==> config.mk <==
export PLATFORM = sky130hd
export DESIGN_NAME = gamepad_slot_report_bridge
export DESIGN_NICKNAME = d
export VERILOG_FILES = /design/src/hw/rtl/gsrb_pkg.sv /design/src/hw/rtl/gamepad_slot_report_bridge.sv /design/src/hw/rtl/gsrb_front.sv /design/src/hw/rtl/gsrb_queue.sv /design/src/hw/rtl/gsrb_back.sv
export SDC_FILE = /design/constraint.sdc
export NUM_CORES = 1
export LEC_CHECK = 0
export ABC_CLOCK_PERIOD_IN_PS = 6800
export BUFFER_PORTS_ARGS = -buffer_cell sky130_fd_sc_hd__buf_2
export CORE_MARGIN = 4
export CORE_UTILIZATION = 55
export DETAILED_ROUTE_END_ITERATION = 12
export PLACE_DENSITY_LB_ADDON = 0.05
export SYNTH_ARGS = -nofsm -noshare
export SYNTH_HDL_FRONTEND = slang
export SYNTH_SLANG_ARGS = --single-unit
==> constraint.sdc <==
create_clock -name i_clk -period 6.8 [get_ports i_clk]
set_input_delay 0.68 -clock i_clk [delete_from_list [all_inputs] [get_ports i_clk]]
set_output_delay 0.68 -clock i_clk [all_outputs]
set_load 0.05 [all_outputs]
==> src/hw/rtl/gsrb_pkg.sv <==
// Shared types, codes and constants for the gamepad slot report bridge.
// No dependencies; imported by every module of the block.
`default_nettype none

package gsrb_pkg;

    localparam int SLOTS_DEF   = 3;
    localparam int QUEUE_DEPTH = 2;
    localparam int REPORT_LEN  = 14;
    localparam int BUF_DEPTH   = 13;
    localparam logic [4:0] COUNT_MAX = 5'd31;
    localparam logic [7:0] FMT_MARK  = 8'h14;

    localparam logic [1:0] FUNC_MOUNT   = 2'd0;
    localparam logic [1:0] FUNC_UNMOUNT = 2'd1;
    localparam logic [1:0] FUNC_REPORT  = 2'd2;

    localparam logic [2:0] ST_IGNORED   = 3'd0;
    localparam logic [2:0] ST_MOUNTED   = 3'd1;
    localparam logic [2:0] ST_FULL      = 3'd2;
    localparam logic [2:0] ST_UNMOUNTED = 3'd3;
    localparam logic [2:0] ST_BYTE      = 3'd4;
    localparam logic [2:0] ST_STORED    = 3'd5;
    localparam logic [2:0] ST_BAD_FMT   = 3'd6;
    localparam logic [2:0] ST_NO_SLOT   = 3'd7;

    localparam logic [1:0] NO_SLOT = 2'd3;

    localparam logic [2:0] CMD_NONE    = 3'd0;
    localparam logic [2:0] CMD_MOUNT   = 3'd1;
    localparam logic [2:0] CMD_UNMOUNT = 3'd2;
    localparam logic [2:0] CMD_BYTE    = 3'd3;
    localparam logic [2:0] CMD_REPORT  = 3'd4;

    typedef struct packed {
        logic [1:0]  func;
        logic [6:0]  bus_addr;
        logic [7:0]  instance_req;
        logic        is_console_type;
        logic [7:0]  subtype;
        logic        has_ids;
        logic [15:0] vendor_id;
        logic [15:0] product_id;
        logic [7:0]  report_byte;
        logic        byte_last;
    } t_req;

    typedef struct packed {
        logic [2:0]  status;
        logic [1:0]  slot_index;
        logic        route_valid;
        logic [3:0]  dpad;
        logic [12:0] button_bits;
        logic [7:0]  left_trigger;
        logic [7:0]  right_trigger;
        logic [15:0] left_x;
        logic [15:0] left_y;
        logic [15:0] right_x;
        logic [15:0] right_y;
    } t_rsp;

    // classified request handed from front to back
    typedef struct packed {
        logic [2:0]  kind;
        logic        fmt_ok;
        logic [6:0]  bus_addr;
        logic [7:0]  iface;
        logic [16:0] keys;
        logic [15:0] trig;
        logic [63:0] sticks;
    } t_cmd;

endpackage

`default_nettype wire

==> src/hw/rtl/gamepad_slot_report_bridge.sv <==
// Path: an accepted request is written into the queue, then popped by the back end,
// which loads its result into the o_rsp register once that register is free.
// Throughput: one request per cycle while results are taken; the two-entry
// queue holds up to two requests behind a stalled o_rsp.
// Reset: synchronous, active low; empties slot table, collector and queue.
// Top level: front end, queue and back end. Depends on gsrb_pkg.
`default_nettype none

module gamepad_slot_report_bridge #(
    parameter int SLOTS = gsrb_pkg::SLOTS_DEF
) (
    input  logic            i_clk,
    input  logic            i_rst_n,
    input  logic            i_req_valid,
    output logic            o_req_ready,
    input  gsrb_pkg::t_req  i_req,
    output logic            o_rsp_valid,
    input  logic            i_rsp_ready,
    output gsrb_pkg::t_rsp  o_rsp
);
    import gsrb_pkg::*;

    t_cmd front_cmd;
    t_cmd q_cmd;
    logic push;
    logic pop;
    logic q_ready;
    logic q_valid;

    gsrb_front u_front (
        .i_clk       (i_clk),
        .i_rst_n     (i_rst_n),
        .i_req_valid (i_req_valid),
        .i_req       (i_req),
        .i_q_ready   (q_ready),
        .o_req_ready (o_req_ready),
        .o_push      (push),
        .o_cmd       (front_cmd)
    );

    gsrb_queue u_queue (
        .i_clk   (i_clk),
        .i_rst_n (i_rst_n),
        .i_push  (push),
        .i_cmd   (front_cmd),
        .o_ready (q_ready),
        .o_valid (q_valid),
        .o_cmd   (q_cmd),
        .i_pop   (pop)
    );

    gsrb_back #(
        .SLOTS (SLOTS)
    ) u_back (
        .i_clk       (i_clk),
        .i_rst_n     (i_rst_n),
        .i_q_valid   (q_valid),
        .i_cmd       (q_cmd),
        .o_pop       (pop),
        .o_rsp_valid (o_rsp_valid),
        .i_rsp_ready (i_rsp_ready),
        .o_rsp       (o_rsp)
    );

endmodule

`default_nettype wire

==> src/hw/rtl/gsrb_front.sv <==
// Front end: report byte collector, decoder and request classifier.
// Depends on gsrb_pkg; feeds gsrb_queue.
`default_nettype none

module gsrb_front (
    input  logic            i_clk,
    input  logic            i_rst_n,
    input  logic            i_req_valid,
    input  gsrb_pkg::t_req  i_req,
    input  logic            i_q_ready,
    output logic            o_req_ready,
    output logic            o_push,
    output gsrb_pkg::t_cmd  o_cmd
);
    import gsrb_pkg::*;

    logic [4:0]  r_count;
    logic [4:0]  n_count;
    logic [7:0]  r_buf [BUF_DEPTH];
    logic [7:0]  eff [BUF_DEPTH];
    logic [3:0]  wr_pos;
    logic        take;
    logic        is_byte;
    logic        store_byte;
    logic [15:0] b;
    logic [15:0] lx;
    logic [15:0] ly;
    logic [15:0] rx;
    logic [15:0] ry;
    logic [7:0]  lt;
    logic [7:0]  rt;
    logic [12:0] btn;

    assign o_req_ready = i_q_ready;
    assign take        = i_req_valid && i_q_ready;
    assign o_push      = take;
    assign is_byte     = (i_req.func == FUNC_REPORT);
    assign store_byte  = take && is_byte && (r_count != 5'd0) &&
                         (r_count < 5'(REPORT_LEN));
    assign wr_pos      = r_count[3:0] - 4'd1;

    // buffer as it stands once the current byte is written
    always_comb begin
        for (int j = 0; j < BUF_DEPTH; j++) begin
            eff[j] = (r_count == 5'(j + 1)) ? i_req.report_byte : r_buf[j];
        end
    end

    always_comb begin
        b   = {eff[2], eff[1]};
        lt  = eff[3];
        rt  = eff[4];
        lx  = {eff[6], eff[5]};
        ly  = {eff[8], eff[7]};
        rx  = {eff[10], eff[9]};
        ry  = {eff[12], eff[11]};
        btn = {rt != 8'd0, lt != 8'd0, b[15:12], b[10:4]};

        o_cmd.bus_addr = i_req.bus_addr;
        o_cmd.iface    = i_req.instance_req;
        o_cmd.keys     = {btn, b[3:0]};
        o_cmd.trig     = {rt, lt};
        // x + 32768 flips the sign bit; 32767 - y inverts the low 15 bits
        o_cmd.sticks   = {ry[15], ~ry[14:0], ~rx[15], rx[14:0],
                          ly[15], ~ly[14:0], ~lx[15], lx[14:0]};
        o_cmd.fmt_ok   = (r_count >= 5'(REPORT_LEN - 1)) && (eff[0] == FMT_MARK);

        unique case (i_req.func)
            FUNC_MOUNT: begin
                o_cmd.kind = (i_req.is_console_type &&
                              (i_req.subtype != 8'd0 || i_req.instance_req == 8'd0))
                             ? CMD_MOUNT : CMD_NONE;
            end
            FUNC_UNMOUNT: o_cmd.kind = CMD_UNMOUNT;
            FUNC_REPORT:  o_cmd.kind = i_req.byte_last ? CMD_REPORT : CMD_BYTE;
            default:      o_cmd.kind = CMD_NONE;
        endcase

        if (i_req.byte_last) begin
            n_count = 5'd0;
        end else if (r_count < COUNT_MAX) begin
            n_count = r_count + 5'd1;
        end else begin
            n_count = r_count;
        end
    end

    always_ff @(posedge i_clk) begin
        if (!i_rst_n) begin
            r_count <= 5'd0;
        end else if (take && is_byte) begin
            r_count <= n_count;
        end
    end

    always_ff @(posedge i_clk) begin
        if (store_byte) begin
            r_buf[wr_pos] <= i_req.report_byte;
        end
    end

endmodule

`default_nettype wire

==> src/hw/rtl/gsrb_queue.sv <==
// Short request queue between the front end and the slot table back end.
// Depends on gsrb_pkg.
`default_nettype none

module gsrb_queue (
    input  logic            i_clk,
    input  logic            i_rst_n,
    input  logic            i_push,
    input  gsrb_pkg::t_cmd  i_cmd,
    output logic            o_ready,
    output logic            o_valid,
    output gsrb_pkg::t_cmd  o_cmd,
    input  logic            i_pop
);
    import gsrb_pkg::*;

    localparam int PTR_W = (QUEUE_DEPTH > 1) ? $clog2(QUEUE_DEPTH) : 1;
    localparam int CNT_W = $clog2(QUEUE_DEPTH + 1);

    t_cmd             r_mem [QUEUE_DEPTH];
    logic [PTR_W-1:0] r_wptr;
    logic [PTR_W-1:0] r_rptr;
    logic [CNT_W-1:0] r_count;

    assign o_ready = (r_count != CNT_W'(QUEUE_DEPTH));
    assign o_valid = (r_count != '0);
    assign o_cmd   = r_mem[r_rptr];

    always_ff @(posedge i_clk) begin
        if (!i_rst_n) begin
            r_wptr  <= '0;
            r_rptr  <= '0;
            r_count <= '0;
        end else begin
            if (i_push) begin
                r_wptr <= (r_wptr == PTR_W'(QUEUE_DEPTH - 1)) ? '0 : r_wptr + 1'b1;
            end
            if (i_pop) begin
                r_rptr <= (r_rptr == PTR_W'(QUEUE_DEPTH - 1)) ? '0 : r_rptr + 1'b1;
            end
            if (i_push && !i_pop) begin
                r_count <= r_count + 1'b1;
            end else if (!i_push && i_pop) begin
                r_count <= r_count - 1'b1;
            end
        end
    end

    always_ff @(posedge i_clk) begin
        if (i_push) begin
            r_mem[r_wptr] <= i_cmd;
        end
    end

endmodule

`default_nettype wire

==> src/hw/rtl/gsrb_back.sv <==
// Back end: slot table lookup, mount, unmount, report store and result register.
// Depends on gsrb_pkg; takes requests from gsrb_queue.
`default_nettype none

module gsrb_back #(
    parameter int SLOTS = gsrb_pkg::SLOTS_DEF
) (
    input  logic            i_clk,
    input  logic            i_rst_n,
    input  logic            i_q_valid,
    input  gsrb_pkg::t_cmd  i_cmd,
    output logic            o_pop,
    output logic            o_rsp_valid,
    input  logic            i_rsp_ready,
    output gsrb_pkg::t_rsp  o_rsp
);
    import gsrb_pkg::*;

    localparam int SW = (SLOTS > 1) ? $clog2(SLOTS) : 1;

    logic [SLOTS-1:0] r_used;
    logic [SLOTS-1:0] r_has;
    logic [6:0]       r_addr   [SLOTS];
    logic [7:0]       r_iface  [SLOTS];
    logic [16:0]      r_keys   [SLOTS];
    logic [15:0]      r_trig   [SLOTS];
    logic [63:0]      r_sticks [SLOTS];
    logic             r_rsp_valid;
    logic [2:0]       r_status;
    logic [1:0]       r_idx;

    logic [2:0]       n_status;
    logic [1:0]       n_idx;
    logic             adv;
    logic             hit;
    logic             free;
    logic [SW-1:0]    hit_sel;
    logic [SW-1:0]    free_sel;
    logic [SLOTS-1:0] mount_en;
    logic [SLOTS-1:0] clr_en;
    logic [SLOTS-1:0] store_en;
    logic             route;

    assign adv   = i_q_valid && (!r_rsp_valid || i_rsp_ready);
    assign o_pop = adv;

    always_comb begin
        hit      = 1'b0;
        free     = 1'b0;
        hit_sel  = '0;
        free_sel = '0;
        for (int i = SLOTS - 1; i >= 0; i--) begin
            if (r_used[i] && r_addr[i] == i_cmd.bus_addr && r_iface[i] == i_cmd.iface) begin
                hit     = 1'b1;
                hit_sel = SW'(i);
            end
            if (!r_used[i]) begin
                free     = 1'b1;
                free_sel = SW'(i);
            end
        end
    end

    always_comb begin
        n_status = ST_IGNORED;
        n_idx    = NO_SLOT;
        mount_en = '0;
        clr_en   = '0;
        store_en = '0;
        unique case (i_cmd.kind)
            CMD_MOUNT: begin
                if (hit) begin
                    n_status = ST_MOUNTED;
                    n_idx    = 2'(hit_sel);
                end else if (free) begin
                    n_status = ST_MOUNTED;
                    n_idx    = 2'(free_sel);
                    for (int i = 0; i < SLOTS; i++) begin
                        mount_en[i] = adv && (free_sel == SW'(i));
                    end
                end else begin
                    n_status = ST_FULL;
                end
            end
            CMD_UNMOUNT: begin
                n_status = ST_UNMOUNTED;
                for (int i = 0; i < SLOTS; i++) begin
                    clr_en[i] = adv && r_used[i] && (r_addr[i] == i_cmd.bus_addr);
                end
            end
            CMD_BYTE: n_status = ST_BYTE;
            CMD_REPORT: begin
                if (!hit) begin
                    n_status = ST_NO_SLOT;
                end else if (!i_cmd.fmt_ok) begin
                    n_status = ST_BAD_FMT;
                end else begin
                    n_status = ST_STORED;
                    n_idx    = 2'(hit_sel);
                    for (int i = 0; i < SLOTS; i++) begin
                        store_en[i] = adv && (hit_sel == SW'(i));
                    end
                end
            end
            default: begin
                n_status = ST_IGNORED;
            end
        endcase
    end

    always_ff @(posedge i_clk) begin
        if (!i_rst_n) begin
            r_used      <= '0;
            r_has       <= '0;
            r_rsp_valid <= 1'b0;
        end else begin
            for (int i = 0; i < SLOTS; i++) begin
                if (clr_en[i]) begin
                    r_used[i] <= 1'b0;
                    r_has[i]  <= 1'b0;
                end else if (mount_en[i]) begin
                    r_used[i] <= 1'b1;
                    r_has[i]  <= 1'b0;
                end else if (store_en[i]) begin
                    r_has[i]  <= 1'b1;
                end
            end
            if (adv) begin
                r_rsp_valid <= 1'b1;
            end else if (i_rsp_ready) begin
                r_rsp_valid <= 1'b0;
            end
        end
    end

    always_ff @(posedge i_clk) begin
        for (int i = 0; i < SLOTS; i++) begin
            if (mount_en[i]) begin
                r_addr[i]  <= i_cmd.bus_addr;
                r_iface[i] <= i_cmd.iface;
            end
            if (store_en[i]) begin
                r_keys[i]   <= i_cmd.keys;
                r_trig[i]   <= i_cmd.trig;
                r_sticks[i] <= i_cmd.sticks;
            end
        end
        if (adv) begin
            r_status <= n_status;
            r_idx    <= n_idx;
        end
    end

    // slot table only moves when a new result loads, so slot 0 matches it
    assign route       = r_used[0] && r_has[0];
    assign o_rsp_valid = r_rsp_valid;

    always_comb begin
        o_rsp.status        = r_status;
        o_rsp.slot_index    = r_idx;
        o_rsp.route_valid   = route;
        o_rsp.dpad          = route ? r_keys[0][3:0]    : 4'd0;
        o_rsp.button_bits   = route ? r_keys[0][16:4]   : 13'd0;
        o_rsp.left_trigger  = route ? r_trig[0][7:0]    : 8'd0;
        o_rsp.right_trigger = route ? r_trig[0][15:8]   : 8'd0;
        o_rsp.left_x        = route ? r_sticks[0][15:0]  : 16'd0;
        o_rsp.left_y        = route ? r_sticks[0][31:16] : 16'd0;
        o_rsp.right_x       = route ? r_sticks[0][47:32] : 16'd0;
        o_rsp.right_y       = route ? r_sticks[0][63:48] : 16'd0;
    end

endmodule

`default_nettype wire

**Yosys cells after proc, flatten, opt, wreduce, memory -nomap -nowiden**

Memories as Yosys holds them, arrays and structs flattened. A register that Yosys moved wholly into a read port is not among the register bits.
Cells that the tools add are included.

- Bitwise operators: 5
- Reduce and logical (&&, ||, !) cells: 60
- Divide/modulo/power cells: 0
- Multiply operators: 0
- Muxes and demuxes: 109
- $lt $le $gt $ge: 3
- Shifts and indexed selects: 0
- Equal/unequal tests: 31
- Add/sub/neg operators: 6

Operator list:

| kind | number |
|---|---|
| 8-bit two-way mux | 17 |
| 64-bit two-way mux | 2 |
| 64-bit OR reduction | 2 |
| 16-bit two-way mux | 6 |
| 2-bit two-way mux | 24 |
| 1-bit two-way mux | 39 |
| 17-bit two-way mux | 2 |
| 17-bit OR reduction | 2 |
| 16-bit OR reduction | 2 |
| 5-bit by 4-bit equality test with 1-bit output, second input constant | 6 |
| 3-bit two-way mux | 10 |
| 15-bit NOT | 2 |
| 1-bit logical AND | 28 |
| 8-bit equality test | 3 |
| 8-bit nonzero test | 3 |
| 7-bit equality test | 3 |
| 5-bit by 3-bit equality test with 1-bit output, second input constant | 4 |
| 8-bit OR reduction | 2 |
| 7-bit two-way mux | 2 |
| 7-bit OR reduction | 2 |
| 13-bit two-way mux | 1 |
| 3-bit case mux with 4 select lines | 1 |
| 5-bit by 2-bit equality test with 1-bit output, second input constant | 2 |
| 5-bit two-way mux | 2 |
| other kinds (29) | 47 |

- Input port bits: 72
- Latch bits: 0
- Bits in writable memories: 672
- Memory bits (read-only): 0
- Logic and storage cells: 232
- Memories: 7
- Output and inout port bits: 105
- Register bits: 19

Memories:

| memory | words | bits a word | read ports | clocked after memory_dff | write ports | RTL line | RTL |
|---|---|---|---|---|---|---|---|
| u_queue.r_mem | 2 | 116 | 1 | 1 | 1 | gsrb_queue.sv:20 | `t_cmd r_mem [QUEUE_DEPTH];` |
| u_back.r_sticks | 3 | 64 | 1 | 0 | 1 | gsrb_back.sv:27 | `logic [63:0] r_sticks [SLOTS];` |
| u_front.r_buf | 13 | 8 | 13 | 0 | 1 | gsrb_front.sv:19 | `logic [7:0] r_buf [BUF_DEPTH];` |
| u_back.r_keys | 3 | 17 | 1 | 0 | 1 | gsrb_back.sv:25 | `logic [16:0] r_keys [SLOTS];` |
| u_back.r_trig | 3 | 16 | 1 | 0 | 1 | gsrb_back.sv:26 | `logic [15:0] r_trig [SLOTS];` |
| u_back.r_iface | 3 | 8 | 3 | 0 | 1 | gsrb_back.sv:24 | `logic [7:0] r_iface [SLOTS];` |
| 1 more memories | n/a | n/a | n/a | n/a | n/a | n/a |  |

**Depth between registers and ports, before layout**

An unclocked memory read counts as a cell.

- Depth after elaboration: 17
- Gate-level depth with buffers: 9
- Gate-level depth less buffers: 7

**By module**

A second synthesis with hierarchy kept.

- Cell total of the unflattened synthesis: 1124
- Area, all modules: 20017.9 um2

By module, submodules not included:

| module | sequential area each (um2) | cells an instance | area an instance (um2) | instances |
|---|---|---|---|---|
| gsrb_queue | 7066.8 | 383 | 8744.6 | 1 |
| gsrb_back | 4514.3 | 384 | 6075.8 | 1 |
| gsrb_front | 3193.1 | 357 | 5197.5 | 1 |

**Worst setup path after synthesis**

Ideal clock, no wire load.

- Path type: register to register
- Start: reg u_queue.r_count[0]
- End: mem u_queue.r_mem[0][0] in the netlist's numbering, enable pin
- Path buffers: 0
- Stages on the path, launching flop included: 4
- Clock period less this slack: 6.516 ns
- Data arrival time: 5.923 ns
- Setup time: 0.593 ns
- Data required time: 6.207 ns
- Path slack: 0.284 ns
- Cells stage by stage: dfxtp_1 nand2b_1 nand2_1 nor2_1

- Word-level cells in the longest chain between the ends: 4

RTL lines:

| item | RTL line | RTL |
|---|---|---|
| from (decl) | gsrb_queue.sv:23 | `logic [CNT_W-1:0] r_count;` |
| from (signal assigned) | gsrb_queue.sv:42 | `r_count <= r_count + 1'b1;` |
| from (signal assigned) | gsrb_queue.sv:44 | `r_count <= r_count - 1'b1;` |
| 2-bit != test | gsrb_queue.sv:25 | `assign o_ready = (r_count != CNT_W'(QUEUE_DEPTH));` |
| named net o_req_ready | gamepad_slot_report_bridge.sv:15 | `output logic o_req_ready,` |
| 1-bit logical AND | gsrb_front.sv:35 | `assign take = i_req_valid && i_q_ready;` |
| 1-bit two-way mux | gsrb_queue.sv:50 | `if (i_push) begin` |
| 1-bit two-way mux (not written as such) | gsrb_queue.sv:51 | `r_mem[r_wptr] <= i_cmd;` |
| to (decl) | gsrb_queue.sv:20 |  |

The timed path passes the listed nets, and every way through them passes these cells.

**Worst setup path in the final report**

- Start: reg u_front.r_count[0]
- End: mem u_front.r_buf[11][5], enable pin

- Word-level cells in the longest chain between the ends: 5
- Elaborated cells on any way between the ends: 7
- Those cells by class: add/sub (1); order compare (1); mux (2); reduce/logical (3)

RTL lines:

| item | RTL line | RTL |
|---|---|---|
| from (decl) | gsrb_front.sv:17 | `logic [4:0] r_count;` |
| from (signal assigned) | gsrb_front.sv:92 | `r_count <= n_count;` |
| parallel branches: the longest is 5 deep, another holds 5-bit by 4-bit < comparator with 1-bit output | n/a |  |
| to (decl) | gsrb_front.sv:19 |  |

Parallel ways; which one is timed is not known.

==> flow_metrics.tcl <==
set metrics [dict create \
    status "completed" \
    drv_cap 0 \
    antenna_found_initial 0 \
    cts_buffers 51 \
    ys_seq_area_share_pct 75.0 \
    crit_fanout 10 \
    rows 69 \
    synth_area_um2 19700 \
    n_antenna_cell 0 \
    hold_ws_ns 0.306 \
    hpwlAfterDp_um 22700 \
    dieArea_um2 38900 \
    powerDensity_nw_per_um2 327 \
    grt_usage_pct 19.7 \
    r2r_end "u_front.r_buf[11][5]" \
    synthFlopType "edfxtp_1" \
    ir_worst_vdd_mv 0.263 \
    cp-startpoint "u_front.r_count[0]" \
    fin_crit_sh_pct 54.1 \
    worstPathArrival_ns 3.86 \
    drc 0 \
    n_fill_cell 2576 \
    relSlewSlack_pct 20.7 \
    synth_top_area_share_pct 73.4 \
    grt_max_degree 103 \
    critPathCapture "u_front.r_buf[11][5]" \
    grt_pass1_vias 10300 \
    worst_pin_slew_ns 1.16 \
    ant_nets 0 \
    synth_seq_cells 497 \
    synth.distinct_cells 56 \
    first_pass_iters 4 \
    r2r_start "u_front.r_count[0]" \
    syn_to_final_growth_pct 13.6 \
    drtIter0Drc 528 \
    worst_ep_required_time_ns 6.98 \
    avgSynthCellArea_um2 17.5 \
    initial_core_util_pct 55.6 \
    clk_latency_ns 0.57 \
    r2r_cells 6 \
    grt_pass1_wl_um 59500 \
    ys_top_cells_by_area "edfxtp_1, mux2_2, and3_1" \
    period_needed_ns 3.68 \
    drive_gt1_share_pct 30.9 \
    fin_skew_ns 0.0210 \
    cts_tree "yes" \
    die_y_um 197 \
    r2r_slack_ns 3.12 \
    fin_nets 1356 \
    critical_path_class "flip-flop to flip-flop" \
    root_buffer "clkbuf_16" \
    setup_violations 0 \
    portBuffers 143 \
    finalHoldViolCount 0 \
    routed_wl_um 38600 \
    final-seq-area_um2 14800 \
    die_x_um 197 \
    end_kind "flip-flop" \
    async_flop_share_pct 0 \
    postCtsSetupBuffers 0 \
    final_util_pct 63.1 \
    fmax_ghz 0.272 \
    netlist_instances 1127 \
    holdCritPathClass "input port to flip-flop" \
    cts_hold_buf 0 \
    cts_resized 0 \
    htreeDepth 2 \
    grt-ovfl-total 0 \
    critPathLaunchType "flip-flop" \
    dr_total_vias 9963 \
    yosysTopAreaCell "edfxtp_1" \
    synth_warnings 0 \
    cts_buffer_depth 3 \
    gp_congestion 0.830 \
    leakage_uw 0.00809 \
    synth_edf_count 482 \
    core_area_um2 35500 \
    multiInputGateArea_um2 4600 \
    syn-num-nets 1207 \
    cts.reportedPaths.clkPinSlew_ns 0.06 \
    post_drt_wl_per_cell_um 21.7 \
    ioPinCount 177 \
    cts.sinks 497 \
    finalMaxSlewViolations 0 \
    fin_tns_setup_ns 0 \
    vias_per_cell 5.62 \
    total_power_uw 7330 \
    rsz0062_at_grt "no" \
]
## cell usage after synthesis (7+ instances only)
| cell type | n |
|---|---|
| nor2_1 | 38 |
| nor4_1 | 23 |
| nor3_1 | 9 |
| nand2_1 | 19 |
| and3_1 | 104 |
| edfxtp_1 | 482 |
| clkbuf_1 | 53 |
| dfxtp_1 | 15 |
| a21oi_1 | 12 |
| ha_1 | 8 |
| inv_1 | 27 |
| mux2_2 | 161 |
| and2_1 | 11 |
| xor2_1 | 12 |
| mux2i_4 | 7 |
| mux2i_1 | 39 |
| xnor2_1 | 40 |
## critical path, cell delays in order (launching register included)
cell,delay (ns)
dfxtp_1,0.56
inv_1,0.18
ha_1,0.31
nor3b_1,0.16
a2111oi_0,0.98
nand2_1,0.30
nor2_1,0.80
## stage by stage
step | cell area, µm² | worst slack [ns] | instances
after detailed placement | 20900 | 3.07 | 1684
after global routing | 22400 | 3.00 | 1774
final | 22400 | 3.12 | 1774
after floorplan | 19700 | 0.284 | 1127
after global placement | 20900 | 3.10 | 1684
after CTS | 22400 | 3.08 | 1774
## layout make-up
cell class / instances / area share (%)
clock buffer: 65 / 5.93
clock inverter: 25 / 0.805
inverter: 27 / 0.453
multi-input combinational: 544 / 20.6
sequential: 497 / 66.0
tap: 461 / 2.58
timing repair buffer: 155 / 3.65
## how the worst min path moves through the flow
stage / startpoint / to / slack [ns] / depth (start not counted)
finish: i_req[60] / u_queue.r_mem[1][106] / 0.31 / 1
global route: i_req[65] / u_queue.r_mem[0][111] / 0.29 / 1
CTS: i_req[60] / u_queue.r_mem[0][106] / 0.28 / 1
detailed placement: u_queue.r_count[1] / u_queue.r_count[1] / 0.52 / 2
global placement: u_queue.r_count[1] / u_queue.r_count[1] / 0.50 / 2
floorplan: u_queue.r_rptr / flip-flop / 0.48 / 2
## sequential cells by signal, summed over array words and instances (netlist names), named ones only
signal / flops
u_back.o_rsp_valid: 1
u_back.r_addr: 21
u_back.r_has: 1
u_back.r_idx: 2
u_back.r_iface: 24
u_back.r_keys: 17
u_back.r_status: 3
u_back.r_sticks: 64
u_back.r_trig: 16
u_back.r_used: 3
u_front.r_buf: 103
u_front.r_count: 5
u_queue.r_count: 2
u_queue.r_mem: 232
u_queue.r_rptr: 1
u_queue.r_wptr: 1
## routing by layer
metal | up-vias | part of all wire (%) | track usage, %
li1 | 4620 | - | -
met4 | 0 | 1.8 | 4.78
met3 | 56 | 4.1 | 3.10
met5 | - | 0 | 0
met2 | 202 | 48 | 32.4
met1 | 5085 | 46 | 28.1
## cells in the final DEF (no fill, tap or decap), types with 4 or more instances in the layout
cell type  instances
a21oi_1           12
a31oi_1            6
and2_1            11
and3_1           103
buf_2            143
buf_4             11
clkbuf_1          14
clkbuf_16         51
clkinv_1          10
clkinv_2           9
dfxtp_1           12
edfxtp_1         482
ha_1               8
inv_1             27
mux2_2           161
mux2i_1           39
mux2i_4            7
nand2_1           19
nand3_1            5
nand4_1            4
nor2_1            37
nor3_1             9
nor4_1            22
o21ai_0            5
xnor2_1           40
xor2_1            12
## cells by family (layout without fill, tap and decap cells)
logic type	Yosys count	after routing	share of synthesized area (%)
AOI/OAI and AO/OA	39	39	1.31
xor gates and xnor gates	52	52	2.31
adders and majority gates	8	8	0.508
buffers and inverters	86	272	1.82
DFF	497	497	75.0
muxes	210	210	12.2
and+or+nand+nor	235	235	6.91
## report_power, final
| group | internal (µW) | leakage, µW | switching [µW] |
|---|---|---|---|
| registers | 3710 | 0.00453 | 91.3 |
| clock network | 1450 | 0.000744 | 1100 |
| logic | 377 | 0.00282 | 602 |
| total | 5540 | 0.00809 | 1790 |
Note: power is estimated with default switching activity, not from simulation.
